[src/hw/rtl/jdp_pkg.sv]
package jdp_pkg;

	// angle pipeline
	localparam int CORDIC_STAGES = 16;
	localparam int TABLE_LEN     = 24;
	localparam int NUM_STAGES    = (CORDIC_STAGES < TABLE_LEN) ? CORDIC_STAGES : TABLE_LEN;
	localparam int STAGE_W       = $clog2(TABLE_LEN);
	localparam int CW            = 36;   // x/y datapath, axis scaled by 2^16 plus gain headroom
	localparam int ZW            = 32;   // degrees, Q.20
	localparam int AXIS_SH       = 16;
	localparam int ROUND_SH      = 13;   // Q.20 -> Q.7

	localparam logic signed [ZW-1:0] DEG90_Q20  = 32'sd94371840;
	localparam logic signed [ZW-1:0] ROUND_HALF = 32'sd4096;
	localparam logic signed [15:0]   ANGLE_LIMIT = 16'sd23040;
	localparam logic signed [15:0]   DEG180_Q7   = 16'sd23040;
	localparam logic signed [15:0]   DEG90_Q7    = 16'sd11520;

	// magnitude pipeline
	localparam int SQRT_BITS  = 32;
	localparam int RAD_W      = 2 * SQRT_BITS;
	localparam int REM_W      = SQRT_BITS + 3;
	localparam int NORM_SHIFT = 31;      // sum of squares * 2^31
	localparam int DIV_SH     = 15;      // divisor is 2^15 - 1
	localparam logic [15:0] NORM_DIV  = 16'd32767;
	localparam logic [15:0] MAG_FULL  = 16'd32768;

	localparam logic [15:0] CENTER_LIM_RST = 16'd8000;

	typedef struct packed {
		logic signed [CW-1:0] x;
		logic signed [CW-1:0] y;
		logic signed [ZW-1:0] z;
	} cordic_t;

	typedef struct packed {
		logic [RAD_W-1:0]     rad;
		logic [REM_W-1:0]     rem;
		logic [SQRT_BITS-1:0] root;
	} sqrt_t;

	// atan(2^-i) in degrees, Q.20
	function automatic logic signed [ZW-1:0] atan_q20(input logic [STAGE_W-1:0] idx);
		logic signed [ZW-1:0] v;
		case (idx)
			5'd0:    v = 32'sd47185920;
			5'd1:    v = 32'sd27855475;
			5'd2:    v = 32'sd14718068;
			5'd3:    v = 32'sd7471121;
			5'd4:    v = 32'sd3750058;
			5'd5:    v = 32'sd1876857;
			5'd6:    v = 32'sd938658;
			5'd7:    v = 32'sd469357;
			5'd8:    v = 32'sd234682;
			5'd9:    v = 32'sd117342;
			5'd10:   v = 32'sd58671;
			5'd11:   v = 32'sd29335;
			5'd12:   v = 32'sd14668;
			5'd13:   v = 32'sd7334;
			5'd14:   v = 32'sd3667;
			5'd15:   v = 32'sd1833;
			5'd16:   v = 32'sd917;
			5'd17:   v = 32'sd458;
			5'd18:   v = 32'sd229;
			5'd19:   v = 32'sd115;
			5'd20:   v = 32'sd57;
			5'd21:   v = 32'sd29;
			5'd22:   v = 32'sd14;
			5'd23:   v = 32'sd7;
			default: v = '0;
		endcase
		return v;
	endfunction

endpackage

[src/hw/rtl/jdp_sqrt_cell.sv]
// One root bit per cell, restoring method: radicand shifts out two bits a cell.
module jdp_sqrt_cell (
	input  logic            clk,
	input  logic            en,
	input  jdp_pkg::sqrt_t  d,
	output jdp_pkg::sqrt_t  q
);

	logic [jdp_pkg::REM_W-1:0] rem_sh;
	logic [jdp_pkg::REM_W-1:0] trial;
	logic                      ge;
	jdp_pkg::sqrt_t            nxt;

	always_comb begin
		rem_sh   = {d.rem[jdp_pkg::REM_W-3:0], d.rad[jdp_pkg::RAD_W-1 -: 2]};
		trial    = {1'b0, d.root, 2'b01};
		ge       = (rem_sh >= trial);
		nxt.rad  = {d.rad[jdp_pkg::RAD_W-3:0], 2'b00};
		nxt.rem  = ge ? (rem_sh - trial) : rem_sh;
		nxt.root = {d.root[jdp_pkg::SQRT_BITS-2:0], ge};
	end

	always_ff @(posedge clk) begin
		if (en) begin
			q <= nxt;
		end
	end

endmodule

[config.mk]
export PLATFORM = sky130hd
export DESIGN_NAME = jdp_sqrt_cell
export DESIGN_NICKNAME = d
export VERILOG_FILES = /design/src/hw/rtl/jdp_pkg.sv /design/src/hw/rtl/jdp_sqrt_cell.sv
export SDC_FILE = /design/constraint.sdc
export NUM_CORES = 1
export LEC_CHECK = 0
export ABC_AREA = 1
export BUFFER_PORTS_ARGS = -buffer_cell sky130_fd_sc_hd__buf_2
export CORE_MARGIN = 5
export CORE_UTILIZATION = 50
export DETAILED_ROUTE_END_ITERATION = 10
export GPL_TIMING_DRIVEN = 1
export PLACE_DENSITY = 0.91
export SLEW_MARGIN = 0
export SYNTH_ARGS = -nofsm -noshare
export SYNTH_HDL_FRONTEND = slang
export SYNTH_SLANG_ARGS = --single-unit
[constraint.sdc]
create_clock -name clk -period 2.2 [get_ports clk]
set_input_delay 0.22 -clock clk [delete_from_list [all_inputs] [get_ports clk]]
set_output_delay 0.22 -clock clk [all_outputs]
set_load 0.01 [all_outputs]
==> impl_metrics.csv <==
group,metric,value,unit
synth,netlist_area,7010,µm²
sta,min_period,1950,ps
worst_setup_path,worstPathRequired,2370,ps
routing,drt_iter0_markers,637,
routing,drc,0,
die,die_area,16500,µm²
worst_setup_path,worstPathArrival,2120,ps
die,start_util,0.507,
final_layout,final_cell_area,10100,µm²
cts,htreeDepth,4,
die,die_w,128,µm
die,die_y,128,µm
place,port-buffer-count,259,
routing,antenna_left,0,
synth,synthCells,790,
power_and_ir_drop,switching_share,0.284,
power_and_ir_drop,pwr-share-seq,0.404,
cts,cts_buffers,17,
synth,synthArstFlopShare,0,
global_route,grt_pass1_wl,37.3,mm
worst_setup_path,path_class,"in2reg",
sta,hold_violations,0,
worst_setup_path,cp-end-kind,"flop",
global_route,antenna_found_initial,2,
synth,synth_largest_area_cell,"edfxtp_1",
die,io_pins,264,
hold_path,hold_end,"q[13]",
synth,ys_top_cells_by_area,"edfxtp_1 55%, nand2_1 16%, inv_1 6.6%",
cts,cts.sinks,129,
final_layout,areaGrowthSynthToFinish,44.4,%
synth,ys_warn_count,0,
global_route,grtUsageTotal,0.296,
routing,vias,6929,
sta,holdWs,18.8,ps
global_route,grt_max_degree,130,
run,cap_violations,0,
synth,yosysUniqueCellTypes,29,
routing,vias_per_cell,5.08,
final_layout,largest_reg_flops,129,
routing,firstDrtPassIters,7,
synth,synth_commonest_cells,"306 x nand2_1, 129 x edfxtp_1, 123 x inv_1, 58 x nor2_1, 34 x ha_1",
sta,worst_pin_slew,687,ps
cts,cts_resized,0,
final_layout,fill_cells,953,
place,gp_congestion,0.897,
sta,rsz0062_at_grt,"no",
synth,ys.flop_type,"edfxtp_1",
sta,relSlewSlack,0.542,
cts,clockBufferDepth,2,
cts,clk_pin_slew,60,ps
die,rows,43,
cts,ctsRootBufferMaster,"clkbuf_16",
synth,synth-seq-cells,129,
global_route,grt_pass1_vias,7080,
synth,synth_area_per_cell,8.87,µm²
cts,tritoncts,"done",
routing,wl,24.5,mm
hold_path,hp-class,"in2reg",
hold_path,hp-start,"d[12]",
die,core_area,13800,µm²
final_layout,nets,1335,
final_layout,multi_input_area,2570,µm²
routing,wire_per_inst,18.0,µm
final_layout,regArea,3870,µm²
final_layout,layout-drive-gt1-share,0.272,
status,status,"finished, final reports clean",
final_layout,largest-register,"q",
synth,yosysMostFrequentCell,"nand2_1",
power_and_ir_drop,p_clk_frac,0.378,
power_and_ir_drop,p_comb_frac,0.218,
synth,seq_area_frac_synth,0.553,
power_and_ir_drop,leakagePower,0.00511,µW
sta,drv_slew,0,
place,placed_cell_area,8600,µm²
sta,setup_violations,0,
hold_path,min_path_cells,1,
power_and_ir_drop,ir_drop,0.000429,V
global_route,grt_overflow,0,
power_and_ir_drop,power.density,751,nW/µm²
place,hpwlAfterDp,16.2,mm
synth,synth_top_area_frac,0.553,
power_and_ir_drop,power_switching,2160,µW
final_layout,top_regs,"q: 129 flops",
worst_setup_path,cp-start-kind,"primary input",
sta,fmax,0.512,GHz
sta,fin_crit_sh,0.888,
worst_setup_path,path_max_fanout,34,
power_and_ir_drop,internal_power,5440,µW
synth,synth-edff-count,129,
## critical path, cell delays in order
cell      delay, ps
buf_2            90
inv_1            40
ha_1            370
nand2_1         120
inv_1           100
nand2_1          80
nor3_1          270
nand3b_1        130
nor2_1          130
nor2_2           60
nand2_4         100
inv_4           160
nand2_1         150
nand2_1         100
## worst max path at each step
| stage | start | endpoint | slack (ps) | cells past startpoint |
|---|---|---|---|---|
| finish | d[7] | q[54] | 250 | 14 |
| global route | d[24] | q[54] | 100 | 14 |
| CTS | d[7] | q[60] | 300 | 14 |
| detailed placement | d[24] | q[52] | -50 | 14 |
| global placement | d[26] | q[66] | -30 | 11 |
| floorplan | d[14] | q[49] | 350 | 13 |
## logic make-up after synthesis
family                   after synthesis  share of synthesized area
AND/OR/NAND/NOR                      430                      0.251
buffers and inverters                138                     0.0807
XOR/XNOR                              18                     0.0225
other                                  1                   0.000535
adder cells (fa/ha/maj)               34                     0.0607
AO/OA/AOI/OAI                         40                     0.0318
flip-flops                           129                      0.553
## cell usage in the layout, fill, tap and decap left out, drive strengths merged
cell / count
dlygate4sd3: 92
clkinvlp: 3
nand3: 35
o21ai: 7
diode: 2
nor2: 61
conb: 2
clkinv: 7
a21oi: 27
edfxtp: 129
bufinv: 3
o21a: 2
nand2: 309
xor2: 16
buf: 274
nand4: 4
inv: 131
ha: 34
a21o: 2
xnor2: 2
nand3b: 10
o21bai: 2
clkbuf: 18
nor3: 11
## power by group through the flow
stage	clock network, µW	registers [µW]	logic (µW)
6_report	2870	3070	1660
2_1_floorplan	0	3250	683
3_3_place_gp	0	3100	1420
5_1_grt	3010	3090	1810
4_1_cts	2850	3070	1620
3_5_place_dp	0	3110	1460
## through the flow
step,power (µW),setup TNS [ps],util,worst slack (ps),instances
2_1_floorplan,3930,0,-,353,791
3_3_place_gp,4520,-30.9,0.622,-30.3,1237
3_5_place_dp,4580,-93.3,0.622,-54.6,1237
4_1_cts,7540,0,0.731,298,1360
5_1_grt,7910,0,0.732,96.1,1363
6_report,7600,0,0.732,245,1363
## cell type report
class	count	share of cell area
Inverter	130	0.0485
Sequential cell	129	0.383
Tap cell	180	0.0223
Antenna cell	2	0.000495
Timing Repair Buffer	366	0.233
Clock buffer	18	0.0424
Multi-Input combinational cell	524	0.254
Clock inverter	14	0.0160
## repair_timing
item	4_1_cts	5_1_grt
endpoints found under the hold margin	91	1
hold buffers	91	1
setup buffers	0	0
## metal layers
metal / part of all wire / routed length, µm / global-route usage
met5: 0 / 0 / 0
met4: 0.046 / 1130 / 0.154
met3: 0.079 / 1930 / 0.0544
met2: 0.51 / 12600 / 0.538
met1: 0.36 / 8830 / 0.328
Power figures use the tool's default switching activity.
