[src/hw/rtl/jdp_pkg.sv]
package jdp_pkg;

	// angle pipeline
	localparam int CORDIC_STAGES = 16;
	localparam int TABLE_LEN     = 24;
	localparam int NUM_STAGES    = (CORDIC_STAGES < TABLE_LEN) ? CORDIC_STAGES : TABLE_LEN;
	localparam int STAGE_W       = $clog2(TABLE_LEN);
	localparam int CW            = 36;   // x/y datapath, axis scaled by 2^16 plus gain headroom
	localparam int ZW            = 32;   // degrees, Q.20
	localparam int AXIS_SH       = 16;
	localparam int ROUND_SH      = 13;   // Q.20 -> Q.7

	localparam logic signed [ZW-1:0] DEG90_Q20  = 32'sd94371840;
	localparam logic signed [ZW-1:0] ROUND_HALF = 32'sd4096;
	localparam logic signed [15:0]   ANGLE_LIMIT = 16'sd23040;
	localparam logic signed [15:0]   DEG180_Q7   = 16'sd23040;
	localparam logic signed [15:0]   DEG90_Q7    = 16'sd11520;

	// magnitude pipeline
	localparam int SQRT_BITS  = 32;
	localparam int RAD_W      = 2 * SQRT_BITS;
	localparam int REM_W      = SQRT_BITS + 3;
	localparam int NORM_SHIFT = 31;      // sum of squares * 2^31
	localparam int DIV_SH     = 15;      // divisor is 2^15 - 1
	localparam logic [15:0] NORM_DIV  = 16'd32767;
	localparam logic [15:0] MAG_FULL  = 16'd32768;

	localparam logic [15:0] CENTER_LIM_RST = 16'd8000;

	typedef struct packed {
		logic signed [CW-1:0] x;
		logic signed [CW-1:0] y;
		logic signed [ZW-1:0] z;
	} cordic_t;

	typedef struct packed {
		logic [RAD_W-1:0]     rad;
		logic [REM_W-1:0]     rem;
		logic [SQRT_BITS-1:0] root;
	} sqrt_t;

	// atan(2^-i) in degrees, Q.20
	function automatic logic signed [ZW-1:0] atan_q20(input logic [STAGE_W-1:0] idx);
		logic signed [ZW-1:0] v;
		case (idx)
			5'd0:    v = 32'sd47185920;
			5'd1:    v = 32'sd27855475;
			5'd2:    v = 32'sd14718068;
			5'd3:    v = 32'sd7471121;
			5'd4:    v = 32'sd3750058;
			5'd5:    v = 32'sd1876857;
			5'd6:    v = 32'sd938658;
			5'd7:    v = 32'sd469357;
			5'd8:    v = 32'sd234682;
			5'd9:    v = 32'sd117342;
			5'd10:   v = 32'sd58671;
			5'd11:   v = 32'sd29335;
			5'd12:   v = 32'sd14668;
			5'd13:   v = 32'sd7334;
			5'd14:   v = 32'sd3667;
			5'd15:   v = 32'sd1833;
			5'd16:   v = 32'sd917;
			5'd17:   v = 32'sd458;
			5'd18:   v = 32'sd229;
			5'd19:   v = 32'sd115;
			5'd20:   v = 32'sd57;
			5'd21:   v = 32'sd29;
			5'd22:   v = 32'sd14;
			5'd23:   v = 32'sd7;
			default: v = '0;
		endcase
		return v;
	endfunction

endpackage

[src/hw/rtl/jdp_cordic_cell.sv]
// One vectoring micro-rotation; stage number picks shift and angle step.
module jdp_cordic_cell (
	input  logic                         clk,
	input  logic                         en,
	input  logic [jdp_pkg::STAGE_W-1:0]  stage_idx,
	input  jdp_pkg::cordic_t             d,
	output jdp_pkg::cordic_t             q
);

	logic signed [jdp_pkg::CW-1:0] xi;
	logic signed [jdp_pkg::CW-1:0] yi;
	logic signed [jdp_pkg::CW-1:0] dx;
	logic signed [jdp_pkg::CW-1:0] dy;
	logic signed [jdp_pkg::ZW-1:0] step;
	jdp_pkg::cordic_t              nxt;

	always_comb begin
		xi   = d.x;
		yi   = d.y;
		dx   = yi >>> stage_idx;   // floor shift
		dy   = xi >>> stage_idx;
		step = jdp_pkg::atan_q20(stage_idx);
		if (!yi[jdp_pkg::CW-1]) begin
			nxt.x = xi + dx;
			nxt.y = yi - dy;
			nxt.z = d.z + step;
		end else begin
			nxt.x = xi - dx;
			nxt.y = yi + dy;
			nxt.z = d.z - step;
		end
	end

	always_ff @(posedge clk) begin
		if (en) begin
			q <= nxt;
		end
	end

endmodule

[config.mk]
export PLATFORM = sky130hd
export DESIGN_NAME = jdp_cordic_cell
export DESIGN_NICKNAME = d
export VERILOG_FILES = /design/src/hw/rtl/jdp_pkg.sv /design/src/hw/rtl/jdp_cordic_cell.sv
export SDC_FILE = /design/constraint.sdc
export NUM_CORES = 1
export LEC_CHECK = 0
export ABC_AREA = 1
export ABC_CLOCK_PERIOD_IN_PS = 8000
export BUFFER_PORTS_ARGS = -buffer_cell sky130_fd_sc_hd__buf_2
export CAP_MARGIN = 5
export CORE_MARGIN = 2
export CORE_UTILIZATION = 40
export DETAILED_ROUTE_END_ITERATION = 10
export SYNTH_ARGS = -nofsm -noshare
export SYNTH_HDL_FRONTEND = slang
export SYNTH_SLANG_ARGS = --single-unit
[constraint.sdc]
create_clock -name clk -period 8 [get_ports clk]
set_input_delay 1.2 -clock clk [delete_from_list [all_inputs] [get_ports clk]]
set_output_delay 1.2 -clock clk [all_outputs]
set_load 0.02 [all_outputs]
==> flow_summary_export.csv <==
group,metric,value,unit
final_layout,area_growth,10.7,%
synthesis,synth_ff_type,"edfxtp_1",
final_layout,largest_register_ff_count,104,
routing,antenna_left,0,
critical_path,crit_path_cell_trace,"buf_2 -> buf_4 -> nor2_1 -> o21ai_0 -> o21ai_0 -> o21ai_1 -> nand2_1 -> inv_1 -> nand2_1 -> inv_2 -> ha_1 -> inv_1 -> nor3_2 -> nand3_1 -> nand2_1 -> xor2_1 -> ha_1 -> nand2_1 -> nor4_1 -> a21oi_1 -> o31ai_1 -> a21oi_1 -> xnor2_1",
critical_path,cp_max_fo,73,
pwr,ir_drop,0.149,mV
sta,setup_viol,0,
placed_design,place_hpwl,50400,um
run_status,status,"completed",
sta,timing.final.max_slew_violations,0,
critical_path,cp_num_buf_inv,5,
synthesis,syn_inst,2584,
pwr,finalPower,3.17,mW
critical_path,endpoint,"q[93]$_DFFE_PP_",
critical_path,worstSetupStartpoint,"stage_idx[2]",
placed_design,post-place-ws,1.47,ns
die,placementRows,72,
synthesis,syn_avg_cell_area,6.09,um^2
synthesis,netlist_area,15700,um^2
clock_tree,cts_setup_buffers,0,
critical_path,critPathCaptureType,"flip-flop",
clock_tree,h-tree-depth,3,
routing,drc,0,
critical_path,slowest_delay,0.78,ns
clock_tree,root_buffer,"clkbuf_16",
synthesis,yosys_warnings,0,
sta,tns,0,ns
die,start_util,0.406,
global_routing,antenna_found_initial,1,
placed_design,place_inst,3241,
critical_path,crit_cells,23,
final_layout,reg.largest.list,"q: 104 flops",
clock_tree,cts_resized,0,
clock_tree,cts_buffers,9,
critical_path,worstSetupPathType,"in -> reg",
global_routing,grt_max_degree,77,
pwr,p_leak,8.96,nW
global_routing,grt_pass1_vias,16700,
sta,max_freq,0.163,GHz
synthesis,ys_ff_latch,104,
final_layout,top_register,"q",
die,fp.dieW,202,um
routing,post_drt_via_cell_ratio,5.53,
clock_tree,clock-sinks,104,
routing,first_iter_violations,1859,
routing,wire_per_inst,18.9,um
synthesis,yosysSeqAreaShare,0.198,
final_layout,final_core_util,0.450,
critical_path,crit_path_start_kind,"input pin",
global_routing,grt-ovfl-total,0,
synthesis,synth_top_cell_by_area,"nand2_1",
sta,hold_viol,0,
clock_tree,postCtsHoldBufs,0,
routing,routed_wl,61700,um
final_layout,mostFrequentLayoutCell,"nand2_1",
critical_path,critPathTopFamily,"simple AND/OR/NAND/NOR gates",
final_layout,stdcell_area,17400,um^2
critical_path,crit_top_cell,"nand2_1",
sta,fin_crit,6.15,ns
final_layout,nets,2958,
final_layout,final_cell_mix,"nand2_1 (849), nand3_1 (405), inv_1 (230)",
routing,vias,18000,
synthesis,synth_top_family_by_area,"simple AND/OR/NAND/NOR gates",
synthesis,synth-edff-count,104,
sta,worst_pin_slew,0.901,ns
worst_hold_path,hold_class,"in -> reg",
clock_tree,clk_path_buf_depth,2,
clock_tree,tritoncts,"built",
synthesis,synthAdderAreaFrac,0.0913,
final_layout,final_layout_size_suffix_gt1_frac,0.103,
synthesis,synth_compound_area_frac,0.127,
global_routing,grt_usage,0.297,
synthesis,syn_nets,2808,
global_routing,grt_pass1_wl,94200,um
die,design.core.area,38700,um^2
synthesis,yosys-mux-area-fraction,0,
die,die_h,202,um
synthesis,yosys-top-cells-area,"nand2_1 (20%), edfxtp_1 (20%), nand3_1 (13%)",
sta,rsz0062_at_grt,"no",
sta,min_period_over_period,0.769,
final_layout,fin_cells,3258,
final_layout,seqCellArea,3120,um^2
critical_path,crit_required,8.17,ns
final_layout,multiInputGateArea,11300,um^2
sta,timing.hold.ws,1.18,ns
routing,dr.pass1.iters,6,
clock_tree,clk_pin_slew,0.08,ns
critical_path,slowest_stage,"nor2_1",
sta,setup_slack,1.85,ns
die,ioPinCount,215,
critical_path,arrival,6.32,ns
pwr,cellPowerDensity,182,nW/um^2
placed_design,detailed_place.area,17100,um^2
final_layout,fill_cells,4249,
synthesis,ys_types,49,
placed_design,gp_congestion,1.02,
job,cap_violations,0,
synthesis,synth.top_cell.area_share,0.202,
synthesis,synth_xor_area_frac,0.0863,
die,die_area,40900,um^2
sta,slew_headroom,0.391,
synthesis,synthArstFlopShare,0,
synthesis,synth_simple_gate_area_frac,0.411,
placed_design,port_buffers,214,
synthesized netlist by cell type, drive strengths merged (5+ instances only):
cell,count
inv,240
ha,110
xor2,117
a21o,21
xnor2,38
buf,64
nand3b,13
nor2,217
clkbuf,27
nor3,12
nand3,405
a31oi,30
nor4,9
nand2,857
o21bai,5
nand4,17
a21oi,137
edfxtp,104
o211ai,6
o21ai,109
o21a,9
a21boi,9
power breakdown:
part,total (mW),switching (mW),leakage [nW],internal (mW)
clock network,0.462,0.243,0.142,0.219
logic,1.86,1.26,7.80,0.595
registers,0.848,0.0360,1.02,0.812
layer usage:
layer	part of all wire	vias up	track usage	routed length, um
met5	0.00011	-	0	7
met4	0.029	2	0.101	1770
met3	0.073	78	0.0392	4510
met2	0.43	748	0.450	26400
met1	0.47	8305	0.430	29000
li1	-	8900	-	-
final cells by class:
type / instances / share of cell area
antenna: 1 / 0.000144
clock buffer: 10 / 0.0131
clock inverter: 6 / 0.00359
inverter: 240 / 0.0517
multi-input combinational: 2149 / 0.646
sequential: 104 / 0.179
tap: 518 / 0.0372
timing repair buffer: 230 / 0.0685
how the worst min path moves through the flow:
stage                     start             end  cells after the start
after floorplan              en  q[0]$_DFFE_PP_                      0
after global placement     d[1]  q[1]$_DFFE_PP_                      2
after detailed placement   d[1]  q[1]$_DFFE_PP_                      2
after CTS                  d[1]  q[1]$_DFFE_PP_                      2
after global routing       d[1]  q[1]$_DFFE_PP_                      2
final                      d[1]  q[1]$_DFFE_PP_                      2
kinds of logic (layout without fill, tap and decap cells):
kind of cell | after synthesis | count (layout)
and+or+nand+nor | 1535 | 1535
AOI/OAI and AO/OA | 346 | 346
buffers and inverters | 331 | 486
xor gates and xnor gates | 155 | 155
adders and majority gates | 113 | 113
DFF | 104 | 104
other | 0 | 1
Power figures use the tool's default switching activity.
